### src/design/lir_pkg.sv
package lir_pkg;

   localparam int MAX_UPSAMPLE = 8;
   localparam int SAMPLE_W = 32;
   localparam int RATIO_W = 31;
   localparam int PHASE_W = 32;
   localparam int OUT_W = 16;
   localparam int DIFF_W = SAMPLE_W + 1;
   localparam int FRAC_W = 28;
   localparam int PROD_W = DIFF_W + FRAC_W + 1;
   localparam int WIDE_W = SAMPLE_W + 3;
   localparam int CNT_W = $clog2(MAX_UPSAMPLE + 1);
   localparam int QUEUE_DEPTH = 2;
   localparam int QPTR_W = $clog2(QUEUE_DEPTH);
   localparam int QCNT_W = $clog2(QUEUE_DEPTH + 1);

   localparam logic [PHASE_W-1:0] FX_ONE = 32'h1000_0000;
   localparam logic [RATIO_W-1:0] RATIO_ONE = 31'h1000_0000;
   localparam logic [RATIO_W-1:0] RATIO_MAX = 31'h6000_0000;
   localparam logic [RATIO_W-1:0] RATIO_MIN =
      RATIO_W'((64'h1000_0000 + MAX_UPSAMPLE - 1) / MAX_UPSAMPLE);
   localparam logic [PHASE_W-1:0] SNAP_ADD = 32'h0000_0080;
   localparam logic [PHASE_W-1:0] SNAP_MASK = 32'h0fff_ff00;
   localparam logic [PHASE_W-1:0] INT_MASK = 32'hf000_0000;
   localparam logic signed [WIDE_W-1:0] WIDE_ONE = 35'sd268435456;
   localparam logic signed [OUT_W-1:0] OUT_MAX = 16'sd32767;

   typedef enum logic {
      CSR_RATE_RATIO = 1'b0,
      CSR_MONO_MODE  = 1'b1
   } csr_index_type;

   typedef enum logic [1:0] {
      KIND_PASS,
      KIND_PRIME,
      KIND_INTERP
   } kind_type;

   typedef enum logic [1:0] {
      BK_IDLE,
      BK_RUN,
      BK_EMIT,
      BK_PASS
   } back_state_type;

   typedef struct packed {
      kind_type                    kind;
      logic                        mono;
      logic [RATIO_W-1:0]          ratio;
      logic signed [SAMPLE_W-1:0]  left;
      logic signed [SAMPLE_W-1:0]  right;
   } job_type;

   // floor(v / 2^13); v at or beyond +-2^28 saturates to +-32767
   function automatic logic signed [OUT_W-1:0] to_short(input logic signed [WIDE_W-1:0] v);
      logic signed [OUT_W-1:0] r;
      if (v >= WIDE_ONE) begin
         r = OUT_MAX;
      end else if (v <= -WIDE_ONE) begin
         r = -OUT_MAX;
      end else begin
         r = v[28:13];
      end
      return r;
   endfunction

endpackage

### src/design/lir_chan_if.sv
interface lir_req_if;
   logic                                 valid;
   logic                                 ready;
   logic signed [lir_pkg::SAMPLE_W-1:0]  left_sample;
   logic signed [lir_pkg::SAMPLE_W-1:0]  right_sample;

   modport source (output valid, output left_sample, output right_sample, input ready);
   modport sink (input valid, input left_sample, input right_sample, output ready);
endinterface


### src/design/lir_front.sv
module lir_front (
   input  logic                          clock,
   input  logic                          reset,
   input  logic                          csr_write_en,
   input  lir_pkg::csr_index_type        csr_index,
   input  logic [lir_pkg::RATIO_W-1:0]   csr_wdata,
   lir_req_if.sink                       req,
   output logic                          job_valid,
   input  logic                          job_ready,
   output lir_pkg::job_type              job
);
   import lir_pkg::*;

   logic [RATIO_W-1:0] ratio_ff, ratio_in;
   logic               mono_ff, mono_in;
   logic               primed_ff, primed_in;
   logic               accept;

   assign req.ready = job_ready;
   assign job_valid = req.valid;
   assign accept = req.valid && job_ready;

   always_comb begin
      ratio_in = ratio_ff;
      mono_in = mono_ff;
      if (csr_write_en) begin
         case (csr_index)
            CSR_RATE_RATIO: ratio_in = csr_wdata;
            CSR_MONO_MODE:  mono_in = csr_wdata[0];
            default: ;
         endcase
      end
      primed_in = primed_ff | accept;
   end

   always_comb begin
      job.mono = mono_ff;
      job.left = req.left_sample;
      job.right = mono_ff ? req.left_sample : req.right_sample;
      if (ratio_ff == RATIO_ONE) begin
         job.kind = KIND_PASS;
      end else if (!primed_ff) begin
         job.kind = KIND_PRIME;
      end else begin
         job.kind = KIND_INTERP;
      end
      if (ratio_ff < RATIO_MIN) begin
         job.ratio = RATIO_MIN;
      end else if (ratio_ff > RATIO_MAX) begin
         job.ratio = RATIO_MAX;
      end else begin
         job.ratio = ratio_ff;
      end
   end

   always_ff @(posedge clock) begin
      if (reset) begin
         ratio_ff <= RATIO_ONE;
         mono_ff <= 1'b0;
         primed_ff <= 1'b0;
      end else begin
         ratio_ff <= ratio_in;
         mono_ff <= mono_in;
         primed_ff <= primed_in;
      end
   end

endmodule

### src/flat_wrapper.sv
// flat-port wrapper written by rule: the top's interface ports become plain ports
module lir_front_flat import lir_pkg::*;
  (clock, reset, csr_write_en, csr_index, csr_wdata, job_valid, job_ready, job, req_valid, req_left_sample, req_right_sample, req_ready);
  lir_req_if req_i ();
  input  logic clock;
  input  logic reset;
  input  logic csr_write_en;
  input  lir_pkg::csr_index_type csr_index;
  input  logic [lir_pkg::RATIO_W-1:0] csr_wdata;
  output logic job_valid;
  input  logic job_ready;
  output lir_pkg::job_type job;
  input wire logic [$bits(req_i.valid)-1:0] req_valid;
  input wire logic [$bits(req_i.left_sample)-1:0] req_left_sample;
  input wire logic [$bits(req_i.right_sample)-1:0] req_right_sample;
  output wire logic [$bits(req_i.ready)-1:0] req_ready;
  assign req_i.valid = req_valid;
  assign req_i.left_sample = req_left_sample;
  assign req_i.right_sample = req_right_sample;
  assign req_ready = req_i.ready;
  lir_front u_core (.clock(clock), .reset(reset), .csr_write_en(csr_write_en), .csr_index(csr_index), .csr_wdata(csr_wdata), .req(req_i), .job_valid(job_valid), .job_ready(job_ready), .job(job));
endmodule
### config.mk
export PLATFORM = sky130hd
export DESIGN_NAME = lir_front_flat
export DESIGN_NICKNAME = d
export VERILOG_FILES = /design/src/design/lir_pkg.sv /design/src/design/lir_chan_if.sv /design/src/design/lir_front.sv /design/src/flat_wrapper.sv
export SDC_FILE = /design/constraint.sdc
export NUM_CORES = 1
export LEC_CHECK = 0
export BUFFER_PORTS_ARGS = -buffer_cell sky130_fd_sc_hd__buf_2
export CORE_ASPECT_RATIO = 1.4
export CORE_MARGIN = 2
export CORE_UTILIZATION = 33
export DETAILED_ROUTE_END_ITERATION = 10
export GPL_ROUTABILITY_DRIVEN = 0
export PLACE_DENSITY = 0.8
export SLEW_MARGIN = 20
export SYNTH_ARGS = -nofsm -noshare
export SYNTH_HDL_FRONTEND = slang
export SYNTH_SLANG_ARGS = --single-unit
### constraint.sdc
create_clock -name clock -period 1.1 [get_ports clock]
set_input_delay 0.055 -clock clock [delete_from_list [all_inputs] [get_ports clock]]
set_output_delay 0.055 -clock clock [all_outputs]
set_load 0.03 [all_outputs]
==> summary.md <==
| Metric | Value |
|---|---|
| Worst-path clk slew | `approximately 70 ps` |
| Top FF cell, synth | `dfxtp_1` |
| CTS Buf Count | `5` |
| Setup TNS | `-22950 ps` |
| Root buf cell | `clkbuf_8` |
| GR Overflow Total | `0` |
| DR vias/cell | `5.12` |
| Synth warnings | `0` |
| Worst setup margin | `-440 ps` |
| Layout cells sized above 1 | `71.7%` |
| Cell area after layout | `approximately 0.0044 mm^2` |
| Critical path arrival | `about 1500 ps` |
| Startpoint Class | `flop` |
| Pleak | `2.12 nW` |
| Synth Instances | `roughly 270` |
| Syn avg cell area | `between 7 and 8 um^2` |
| Final HPWL from detailed placement | `8120 um` |
| Layout area overhead | `106%` |
| Syn Nets | `roughly 370` |
| Final period util | `140%` |
| Worst IR Drop VDD | `about 890 uV` |
| First-pass GRT wire length | `15900 um` |
| Most common cell in the netlist | `nand2_1` |
| Top cells by area, synth | `dfxtp_1 (31%), mux2_2 (17%), buf_4 (13%)` |
| Core area | `approximately 0.0062 mm^2` |
| Wire per inst | `between 20 and 25 um` |
| Slew @ Worst Pin | `approximately 260 ps` |
| Status | `finished with violations` |
| Worst min path class | `in2reg` |
| Min Tclk post-route | `approximately 1500 ps` |
| Critical Path Fanout Max | `2` |
| Req. time, crit path | `between 1000 and 1500 ps` |
| Initial antenna violation count | `19` |
| DRT Wirelength | `11400 um` |
| CP Class | `reg2out` |
| Gr usage total | `between 30 and 40%` |
| Fmax | `roughly 650 MHz` |
| Register bit total from synthesis | `33` |
| Max Cap Viol | `0` |
| Async SR Flop Fraction | `0%` |
| CTS tree | `done` |
| Drt first pass iters | `4` |
| FF-to-FF path depth | `5` |
| Syn Std Cell Area | `around 0.0021 mm^2` |
| Die height | `98.8 um` |
| Post-synth top cells | `nand2_1 (67), buf_4 (37), dfxtp_1 (33)` |
| Min-Delay Path Depth | `3` |
| Synth cell types | `22` |
| Register area share after synthesis | `31.2%` |
| Nets | `~570` |
| Delay of the slowest critical-path stage | `340 ps` |
| Max-Slew Margin vs Limit | `between 80% and 90%` |
| Top Ports | `201` |
| Vias in the first global route | `~2900` |
| Critical-path cell list | `nor4_4 -> and4_4 -> a31oi_1 -> buf_4` |
| Sink Count | `33` |
| Die Wd | `~70 um` |
| Failing checks | `negative setup slack` |
| Initial DRC count | `between 90 and 100` |
| Worst Setup End Kind | `primary output` |
| Post-synth EDFFs | `0` |
| Die ar. | `slightly above 0.007 mm^2` |
| Worst hold slack | `roughly 2.2 ps` |
| Vias | `2853` |
| Largest net degree at the start of global routing | `23` |
| Worst skew pair latency | `between 200 and 300 ps` |
| Place WS | `-213 ps` |
| Cell at the slowest stage of the critical path | `dfxtp_2` |
| Placed cell areas | `0.00323 mm^2` |
| Hold Vio Cnt, Final | `0` |
| Port buffer count | `200` |
| Skew final | `0 ps` |
| # DRC | `0` |
| Buffer depth of the longest clock path | `2` |
| Max-slew violation count | `0` |
| Htree depth | `2` |
| Standard-cell rows | `34` |
| Pwr per Cell Area | `970 mW/mm^2` |
| RSZ-0062 raised after global routing | `yes` |
| Synth area leader | `dfxtp_1` |
| Yosys top cell area share | `approximately 31%` |
| Remaining antenna violation count | `0` |
| Initial Utilization | `34.1%` |
| # setup viols final | `between 60 and 70` |
worst paths after layout:
path / from / to / slack [ps]
worst max-delay path: u_core.ratio_ff[7] / job[96] / -440
worst min-delay path: csr_wdata[3] / u_core.ratio_ff[3] / 2
worst min register to register: u_core.ratio_ff[21] / u_core.ratio_ff[21] / 490
worst max register to register: u_core.ratio_ff[30] / u_core.ratio_ff[30] / 160
flip-flops by register name, indices dropped and copies added, names as in the netlist:
signal,cells
u_core.primed_ff,1
u_core.ratio_ff,31
u_core.mono_ff,1
per-stage QoR:
| stage | cells | power [W] | utilization [%] |
|---|---|---|---|
| final | 557 | 0.00423 | 70.1 |
| after global placement | 522 | 0.00269 | 52.0 |
| after detailed placement | 522 | 0.00271 | 52.0 |
| after floorplan | 268 | 0.00223 | - |
| after global routing | 554 | 0.00435 | 70.0 |
| after CTS | 544 | 0.00409 | 67.3 |
cell families (layout without fill, tap and decap cells):
group / count (synthesis) / count (layout) / synth area share, %
buf+inv: 57 / 263 / 18.0
other cells: 0 / 11 / 0
mux: 32 / 32 / 17.0
flops: 33 / 33 / 31.2
compound gates: 34 / 34 / 8.16
simple gates: 112 / 112 / 25.7
placed cells by master (no fill, tap or decap), types with 3 or more instances in the layout:
cell           synthesis  final
dlygate4sd3_1          0      5
diode_2                0     11
nand2_1               67     65
mux2_4                 0     32
buf_4                 37     32
dfxtp_1               33     23
a21oi_1               32     32
and3_4                 0     25
and2_4                 0      3
buf_2                 10    134
nor4_4                 0      3
buf_12                 0      6
dfxtp_2                0      6
dfxtp_4                0      4
buf_6                  2     71
clkbuf_8               0      7
buf_8                  0      3
critical path, delay by kind of cell (launching register included):
kind                   cells  cell delay (ps)
buffers and inverters      1              170
AO/OA/AOI/OAI              1               90
flip-flops                 1              340
AND/OR/NAND/NOR            2              580
power breakdown:
group | total [W] | internal, W | switching (W)
clock network | 0.00104 | 0.000566 | 0.000476
logic | 0.00187 | 0.000908 | 0.000959
registers | 0.00132 | 0.00125 | 0.0000673
total | 0.00423 | 0.00272 | 0.00150
routing by layer:
layer,wire length [um],global-route usage [%],up-vias
met4,433,10.4,12
met2,5880,56.3,191
met1,3620,26.2,1311
met3,1410,16.9,47
li1,-,-,1292
met5,74,0,-
timing repair:
item                       in CTS  in global routing
pin swaps                      20                 24
hold endpoints to repair        5                  0
setup buffers                   5                  2
hold buffers                    5                  0
cloned                          4                  2
setup endpoints to repair      65                 65
gates resized for setup       194                 30
layout make-up:
| class | instances | area (um^2) |
|---|---|---|
| Antenna cell | 11 | 27.5 |
| Clock buffer | 7 | 96.3 |
| Clock inverter | 1 | 5.00 |
| Fill cell | 424 | 1850 |
| Inverter | 1 | 3.75 |
| Multi-Input combinational cell | 178 | 1450 |
| Sequential cell | 33 | 683 |
| Tap cell | 72 | 90.1 |
| Timing Repair Buffer | 254 | 2000 |
Power figures use the tool's default switching activity.
