`src/design/lir_pkg.sv`:
```
package lir_pkg;

   localparam int MAX_UPSAMPLE = 8;
   localparam int SAMPLE_W = 32;
   localparam int RATIO_W = 31;
   localparam int PHASE_W = 32;
   localparam int OUT_W = 16;
   localparam int DIFF_W = SAMPLE_W + 1;
   localparam int FRAC_W = 28;
   localparam int PROD_W = DIFF_W + FRAC_W + 1;
   localparam int WIDE_W = SAMPLE_W + 3;
   localparam int CNT_W = $clog2(MAX_UPSAMPLE + 1);
   localparam int QUEUE_DEPTH = 2;
   localparam int QPTR_W = $clog2(QUEUE_DEPTH);
   localparam int QCNT_W = $clog2(QUEUE_DEPTH + 1);

   localparam logic [PHASE_W-1:0] FX_ONE = 32'h1000_0000;
   localparam logic [RATIO_W-1:0] RATIO_ONE = 31'h1000_0000;
   localparam logic [RATIO_W-1:0] RATIO_MAX = 31'h6000_0000;
   localparam logic [RATIO_W-1:0] RATIO_MIN =
      RATIO_W'((64'h1000_0000 + MAX_UPSAMPLE - 1) / MAX_UPSAMPLE);
   localparam logic [PHASE_W-1:0] SNAP_ADD = 32'h0000_0080;
   localparam logic [PHASE_W-1:0] SNAP_MASK = 32'h0fff_ff00;
   localparam logic [PHASE_W-1:0] INT_MASK = 32'hf000_0000;
   localparam logic signed [WIDE_W-1:0] WIDE_ONE = 35'sd268435456;
   localparam logic signed [OUT_W-1:0] OUT_MAX = 16'sd32767;

   typedef enum logic {
      CSR_RATE_RATIO = 1'b0,
      CSR_MONO_MODE  = 1'b1
   } csr_index_type;

   typedef enum logic [1:0] {
      KIND_PASS,
      KIND_PRIME,
      KIND_INTERP
   } kind_type;

   typedef enum logic [1:0] {
      BK_IDLE,
      BK_RUN,
      BK_EMIT,
      BK_PASS
   } back_state_type;

   typedef struct packed {
      kind_type                    kind;
      logic                        mono;
      logic [RATIO_W-1:0]          ratio;
      logic signed [SAMPLE_W-1:0]  left;
      logic signed [SAMPLE_W-1:0]  right;
   } job_type;

   // floor(v / 2^13); v at or beyond +-2^28 saturates to +-32767
   function automatic logic signed [OUT_W-1:0] to_short(input logic signed [WIDE_W-1:0] v);
      logic signed [OUT_W-1:0] r;
      if (v >= WIDE_ONE) begin
         r = OUT_MAX;
      end else if (v <= -WIDE_ONE) begin
         r = -OUT_MAX;
      end else begin
         r = v[28:13];
      end
      return r;
   endfunction

endpackage

```
`src/design/lir_queue.sv`:
```
module lir_queue (
   input  logic              clock,
   input  logic              reset,
   input  logic              push_valid,
   output logic              push_ready,
   input  lir_pkg::job_type  push_job,
   output logic              pop_valid,
   input  logic              pop_ready,
   output lir_pkg::job_type  pop_job
);
   import lir_pkg::*;

   job_type             entry_ff [QUEUE_DEPTH];
   logic [QPTR_W-1:0]   wr_ptr_ff, wr_ptr_in;
   logic [QPTR_W-1:0]   rd_ptr_ff, rd_ptr_in;
   logic [QCNT_W-1:0]   count_ff, count_in;
   logic                push, pop;

   assign push_ready = count_ff != QCNT_W'(QUEUE_DEPTH);
   assign pop_valid = count_ff != '0;
   assign pop_job = entry_ff[rd_ptr_ff];
   assign push = push_valid && push_ready;
   assign pop = pop_ready && pop_valid;

   always_comb begin
      wr_ptr_in = wr_ptr_ff;
      rd_ptr_in = rd_ptr_ff;
      count_in = count_ff;
      if (push) begin
         wr_ptr_in = (wr_ptr_ff == QPTR_W'(QUEUE_DEPTH - 1)) ? '0 : wr_ptr_ff + 1'b1;
      end
      if (pop) begin
         rd_ptr_in = (rd_ptr_ff == QPTR_W'(QUEUE_DEPTH - 1)) ? '0 : rd_ptr_ff + 1'b1;
      end
      if (push && !pop) begin
         count_in = count_ff + 1'b1;
      end else if (pop && !push) begin
         count_in = count_ff - 1'b1;
      end
   end

   always_ff @(posedge clock) begin
      if (push) begin
         entry_ff[wr_ptr_ff] <= push_job;
      end
   end

   always_ff @(posedge clock) begin
      if (reset) begin
         wr_ptr_ff <= '0;
         rd_ptr_ff <= '0;
         count_ff <= '0;
      end else begin
         wr_ptr_ff <= wr_ptr_in;
         rd_ptr_ff <= rd_ptr_in;
         count_ff <= count_in;
      end
   end

endmodule

```
`config.mk`:
```
export PLATFORM = sky130hd
export DESIGN_NAME = lir_queue
export DESIGN_NICKNAME = d
export VERILOG_FILES = /design/src/design/lir_pkg.sv /design/src/design/lir_queue.sv
export SDC_FILE = /design/constraint.sdc
export NUM_CORES = 1
export LEC_CHECK = 0
export ABC_AREA = 0
export BUFFER_PORTS_ARGS = -buffer_cell sky130_fd_sc_hd__buf_2
export CORE_UTILIZATION = 45
export CTS_BUF_LIST = sky130_fd_sc_hd__clkbuf_8
export DETAILED_ROUTE_END_ITERATION = 8
export PLACE_DENSITY = 0.7
export SLEW_MARGIN = 10
export SYNTH_ARGS = -nofsm -noshare
export SYNTH_HDL_FRONTEND = slang
export SYNTH_SLANG_ARGS = --single-unit
```
`constraint.sdc`:
```
create_clock -name clock -period 7.5 [get_ports clock]
set_input_delay 0.75 -clock clock [delete_from_list [all_inputs] [get_ports clock]]
set_output_delay 0.75 -clock clock [all_outputs]
set_load 0.02 [all_outputs]
```
==> results of run 1 <==
-- critical path, cell delays in order (launching register included) --
cell and delay [ns]:
dfxtp_4 0.68, buf_4 0.79, mux2_2 0.43, buf_2 0.16
-- cell usage in the layout (no fill, tap or decap) --
| cell | synthesis | final |
|---|---|---|
| clkbuf_8 | 0 | 31 |
| a21bo_2 | 1 | 1 |
| bufinv_16 | 0 | 2 |
| or2_2 | 1 | 1 |
| nor2_1 | 3 | 3 |
| o21ai_0 | 2 | 2 |
| clkinv_2 | 0 | 7 |
| inv_1 | 1 | 10 |
| edfxtp_1 | 196 | 196 |
| and3_4 | 0 | 1 |
| nand3b_1 | 1 | 1 |
| buf_4 | 0 | 3 |
| ha_1 | 1 | 1 |
| buf_2 | 7 | 201 |
| mux2_2 | 78 | 78 |
| dfxtp_4 | 0 | 1 |
| clkinv_1 | 0 | 6 |
| dfxtp_1 | 5 | 4 |
| mux2_4 | 20 | 20 |
| or3_1 | 1 | 1 |
| nand2b_1 | 1 | 1 |
| diode_2 | 0 | 1 |
| xor2_1 | 3 | 3 |
| inv_4 | 0 | 1 |
| a21oi_1 | 2 | 2 |
| and2_1 | 1 | 1 |
-- flip-flops by register name, indices dropped and copies added (netlist names), named ones only --
name,count
rd_ptr_ff,1
entry_ff,196
wr_ptr_ff,1
count_ff,2
-- cell families after synthesis --
group,Yosys count,share of synthesized area (%)
DFF,201,81.2
muxes,98,16.0
buffers and inverters,12,1.14
and+or+nand+nor,9,0.680
AOI/OAI and AO/OA,5,0.408
xor gates and xnor gates,3,0.357
adders and majority gates,1,0.170
-- worst min path at each step --
stage,from,end,slack (ns),depth (start not counted)
after floorplan,count_ff[1],count_ff[1],0.47,2
after global placement,count_ff[1],count_ff[1],0.49,2
after detailed placement,rd_ptr_ff,rd_ptr_ff,0.51,2
after CTS,push_job[49],entry_ff[0][49],0.36,1
after global routing,push_job[49],entry_ff[0][49],0.36,1
final,push_job[75],entry_ff[0][75],0.41,1
-- through the flow --
step           hold WS, ns  utilization [%]  power [mW]
2_1_floorplan        0.471                -        2.09
3_3_place_gp         0.490             53.9        2.32
4_1_cts              0.361             57.6        3.19
3_5_place_dp         0.505             53.9        2.34
5_1_grt              0.357             57.6        3.29
6_report             0.406             57.6        3.15
-- layout make-up --
class | instances | area, µm² | share of cell area, %
Clock buffer | 31 | 427 | 4.65
Multi-Input combinational cell | 116 | 1300 | 14.2
Sequential cell | 201 | 5990 | 65.2
Antenna cell | 1 | 2.50 | 0.0273
Clock inverter | 25 | 155 | 1.69
Inverter | 1 | 6.26 | 0.0681
Timing Repair Buffer | 204 | 1030 | 11.2
Tap cell | 216 | 270 | 2.94
-- power by group through the flow --
stage	clock (mW)	combinational (mW)	sequential (mW)
final	0.845	0.835	1.47
after global routing	0.916	0.894	1.48
after CTS	0.872	0.848	1.47
after detailed placement	0	0.844	1.49
after global placement	0	0.830	1.49
after floorplan	0	0.627	1.46
-- layer usage --
metal	track usage, %	vias to the layer above
li1	-	1766
met5	0	-
met4	5.54	2
met2	25.9	159
met1	17.8	1845
met3	4.43	26
==> impl_results.md, run 1 <==
* CP Launch Type: flip-flop
* Fmax at approximately 0.3 GHz
* Synth area leaders: edfxtp_1 80%, mux2_2 12%, mux2_4 4.1%
* Min-delay worst type: in -> reg
* Syn nets at between 400 and 500
* Fin crit period at around 3.4 ns
* Flop pwr share at 46.6%
* MaxCap Viol Count at 0
* PwrDens at between 300 and 400 nW/µm²
* Post-synthesis sequential area ratio at around four fifths
* Pin count of the biggest net entering global routing at 62
* First-pass GRT wire length at between 15000 and 20000 µm
* Fill count at about 1200
* Mapped cell area at 7370 µm²
* CTS Buffer Depth at 3
* CP Data Arrival Time at ~2.6 ns
* Synthesis-to-finish area growth at 24.6%
* Met1 WL at about 5400 µm
* Crit-path max FO at 61
* Cts bufs inserted at 31
* Finished Layout Cells at around 800
* R2R depth at 4
* Critical R2R Capture: entry_ff[0][40]
* Initial Utilization at 46.2%
* Place WS at ~4.6 ns
* Period utilisation layout at a little under half
* Crit path to: pop_job[43]
* Post-route cell area at between 9000 and 10000 µm²
* CTS H-tree depth at 1
* I/O Pins at just over 200
* Clk sinks at about 200
* Starting DRT DRC Count at 162
* Psw at approximately 0.94 mW
* Layout cells sized above 1 at approximately 60%
* CP Class: reg -> out
* Nets at around 660
* Final Hold Vio Count at 0
* Least-Margin Pin Slew at 0.893 ns
* RSZ-0062 raised after global routing: no
* Critical path required time at 6.75 ns
* DPL Wire Length at around 8600 µm
* Setup ws final at 4.12 ns
* Status: finished clean
* TNS Setup at 0 ns
* Antenna violations before repair at 2
* Detail Route Antenna Nets at 0
* Drt drc at 0
* WL met3 at around 1100 µm
* Yosys top cell area share at roughly four fifths
* Crit end category: primary output
* FF+latch count, synth at ~200
* Clk Latency, worst-skew pair at around 0.53 ns
* # Post-CTS Setup Buffers at 0
* DIE HEIGHT at roughly 130 µm
* Syn avg cell area at between 20 and 25 µm²
* Post-cts sizing count at 0
* Vias in the first global route at 3888
* Hold buffers post-CTS at 0
* Largest vdd supply drop at ~0.00019 V
* Wire per inst at 16.6 µm
* Core ar. at 15900 µm²
* Final wirelength at around 13000 µm
* Ys Warns at 0
* Rel. slew slack at about two fifths
* Gr ovfl total at 0
* Sw Share at 29.9%
* Clock power frac at ~27%
* Reg2reg setup slack at about 5.1 ns
* Pint at about 2.2 mW
* CTS tree: built
* Top Layer Used: met5
* Top post-synthesis cells by count: 196 x edfxtp_1, 78 x mux2_2, 20 x mux2_4, 7 x buf_2, 5 x dfxtp_1
* Chip width at 130 µm
* Inst Count DP at ~740
* First drt pass iteration count at 4
* Total track usage at 15.0%
* Root Buffer: clkbuf_8
* Slew Viols, Final at 0
* Die area at 16900 µm²
* Comb pwr share at between 20% and 30%
* CTS clock-pin slew for the worst setup and hold paths at roughly 0.06 ns
* Post-DR vias/cell at 4.78
* WL met2 at ~6500 µm
* R2R Path Start: count_ff[0]
* Area after DPL at roughly 8600 µm²
* Post-synth cell types at 19
* Static leakage at 3.50 nW
* Post-synth EDFFs at between 150 and 200
* Post-synthesis instance total at between 300 and 400
* FFs w/ async S/R, synth at 0%
* Cell taking the most area after synthesis: edfxtp_1
* Via Count at 3798
* Count leader, synth: edfxtp_1
* Buffers on Ports at around 200
* GPL Wtd Cong at roughly 0.70
* Setup Skew at 0.00699 ns
* Count of final setup violators at 0
* Top FF cell, synth: edfxtp_1
* Rows at between 40 and 50
Power figures use the tool's default switching activity.
==> run 2, diff against run 1 <==
PLACE_DENSITY = 0.73   (was 0.7)
clock period = 2.95 ns   (was 7.5 ns; I/O delays follow)
==> impl_results.md, run 2 (synthesis results as in run 1) <==
* CTS clock-pin slew for the worst setup and hold paths at 0.06 ns
* Critical R2R Capture: entry_ff[0][25]
* Final Hold Vio Count at 0
* PwrDens at between 700 and 800 nW/µm²
* Crit path largest cell delay at roughly 0.46 ns
* CP Launch Type: flip-flop
* Hold buffers post-CTS at 99
* CP top delay family: buffers and inverters
* Core ar. at approximately 16000 µm²
* TNS Setup at 0 ns
* Gr ovfl total at 0
* Fill count at between 1000 and 1500
* Buffers on Ports at 201
* Fmax at 0.440 GHz
* Hold endpoint: wr_ptr_ff
* Largest vdd supply drop at about 0.00053 V
* Pin count of the biggest net entering global routing at 61
* Fin crit period at around 2.3 ns
* Min-delay worst type: in -> reg
* Inserted Diodes at 0
* Synthesis-to-finish area growth at 38.5%
* R2R Path Start: count_ff[0]
* Via Count at approximately 4200
* Antenna violations before repair at 0
* Drt drc at 0
* Chip width at 130 µm
* Cells along the critical path: buf_12, mux2_2, buf_2
* Total track usage at 16.9%
* GPL Wtd Cong at between 0.7 and 0.8
* Critical path required time at 2.65 ns
* Status: finished clean
* Nets at 760
* DPL Wire Length at 8590 µm
* Clk sinks at about 200
* # Post-CTS Setup Buffers at 0
* CTS H-tree depth at 1
* Die area at between 15000 and 20000 µm²
* R2R depth at 4
* Static leakage at just under 4 nW
* First drt pass iteration count at 4
* MaxCap Viol Count at 0
* Rows at 46
* Seq. cell area at around 6000 µm²
* Area of the multi-input gates at around 1300 µm²
* Buf/Inv on CP at 2
* Largest regs: entry_ff x196, count_ff x2
* Largest Register: entry_ff
* Most frequent cells in the layout: 201 x buf_2, 196 x edfxtp_1, 99 x dlygate4sd3_1
* CP Class: reg -> out
* Wire per inst at approximately 16 µm
* Crit-path max FO at 60
* Post-DR vias/cell at 4.68
* Slew Viols, Final at 0
* Final wirelength at around 14000 µm
* Reg2reg setup slack at roughly 0.97 ns
* Cts bufs inserted at 31
* Detail Route Antenna Nets at 0
* Max stage delay cell, worst path: dfxtp_4
* Root Buffer: clkbuf_8
* Post-cts sizing count at 0
* CTS Buffer Depth at 3
* Clk Latency, worst-skew pair at ~0.53 ns
* Count of final setup violators at 0
* Period utilisation layout at between 70% and 80%
* Vias in the first global route at 4494
* RSZ-0062 raised after global routing: no
* CTS tree: built
* Setup Skew at ~0.019 ns
* Starting DRT DRC Count at about 150
* Rel. slew slack at approximately two thirds
* CP Data Arrival Time at ~2.0 ns
* Most common cell after layout, fill and taps aside: buf_2
* Hold_sp: push_valid
* Initial Utilization at between 40% and 50%
* Least-Margin Pin Slew at between 0.4 and 0.5 ns
* First-pass GRT wire length at roughly 22000 µm
* Layout cells sized above 1 at roughly half
* I/O Pins at ~200
* Max FFs per register at between 150 and 200
* Hold depth at 3
* DIE HEIGHT at approximately 130 µm
* Post-route cell area at between 10000 and 15000 µm²
* Area after DPL at approximately 8700 µm²
* Crit end category: primary output
[run 2: cell types whose count changed in the layout (fill, tap and decap cells not counted), sizes merged]
cell	before	now
buf	204	207
clkinvlp	0	1
inv	11	8
diode	1	0
clkinv	13	9
dlygate4sd3	0	99
[run 2: how the worst max path moves through the flow]
stage | from | depth (start not counted) | end
6_report | flip-flop | 3 | pop_job[43]
5_1_grt | flip-flop | 3 | pop_job[43]
4_1_cts | flip-flop | 3 | pop_job[43]
3_5_place_dp | count_ff[0] | 4 | entry_ff[0][25]
3_3_place_gp | count_ff[0] | 4 | entry_ff[0][21]
2_1_floorplan | count_ff[0] | 3 | entry_ff[0][0]
[run 2: area by class of cell]
class / count / area share [%]
multi-input cells: 116 / 12.8
clock buffers: 31 / 4.18
flip-flops and latches: 201 / 58.7
well taps: 216 / 2.65
repair buffers: 306 / 20.4
inverters: 1 / 0.0736
clock inverters: 19 / 1.25
[run 2: layer usage]
| layer | vias up | global-route usage, % | wire (µm) |
|---|---|---|---|
| met3 | 31 | 5.62 | 1120 |
| met5 | - | 0 | 0 |
| met2 | 165 | 30.9 | 7440 |
| met4 | 0 | 5.61 | 315 |
| li1 | 1956 | - | - |
| met1 | 2010 | 18.4 | 5590 |
[run 2: tightest hold or removal path, stage by stage]
cell and delay [ns]:
buf_2 0.11, a21bo_2 0.12, a21oi_1 0.05
[run 2: power breakdown]
group	switching (mW)	total [mW]	internal, mW	leakage (nW)
sequential	0.117	3.69	3.57	1.87
clock	0.959	2.10	1.14	0.315
combinational	1.34	2.35	1.00	1.72
[run 2: metrics by stage]
step	setup slack, ns	power [mW]	hold slack (ns)	utilization, %	instances
finish	0.677	8.13	0.0874	64.0	890
global route	0.567	8.51	0.0606	64.0	890
global placement	1.11	5.93	0.483	54.3	741
floorplan	0.294	5.30	0.364	-	329
detailed placement	1.01	5.99	0.486	54.3	741
CTS	0.628	8.21	0.0444	64.0	890
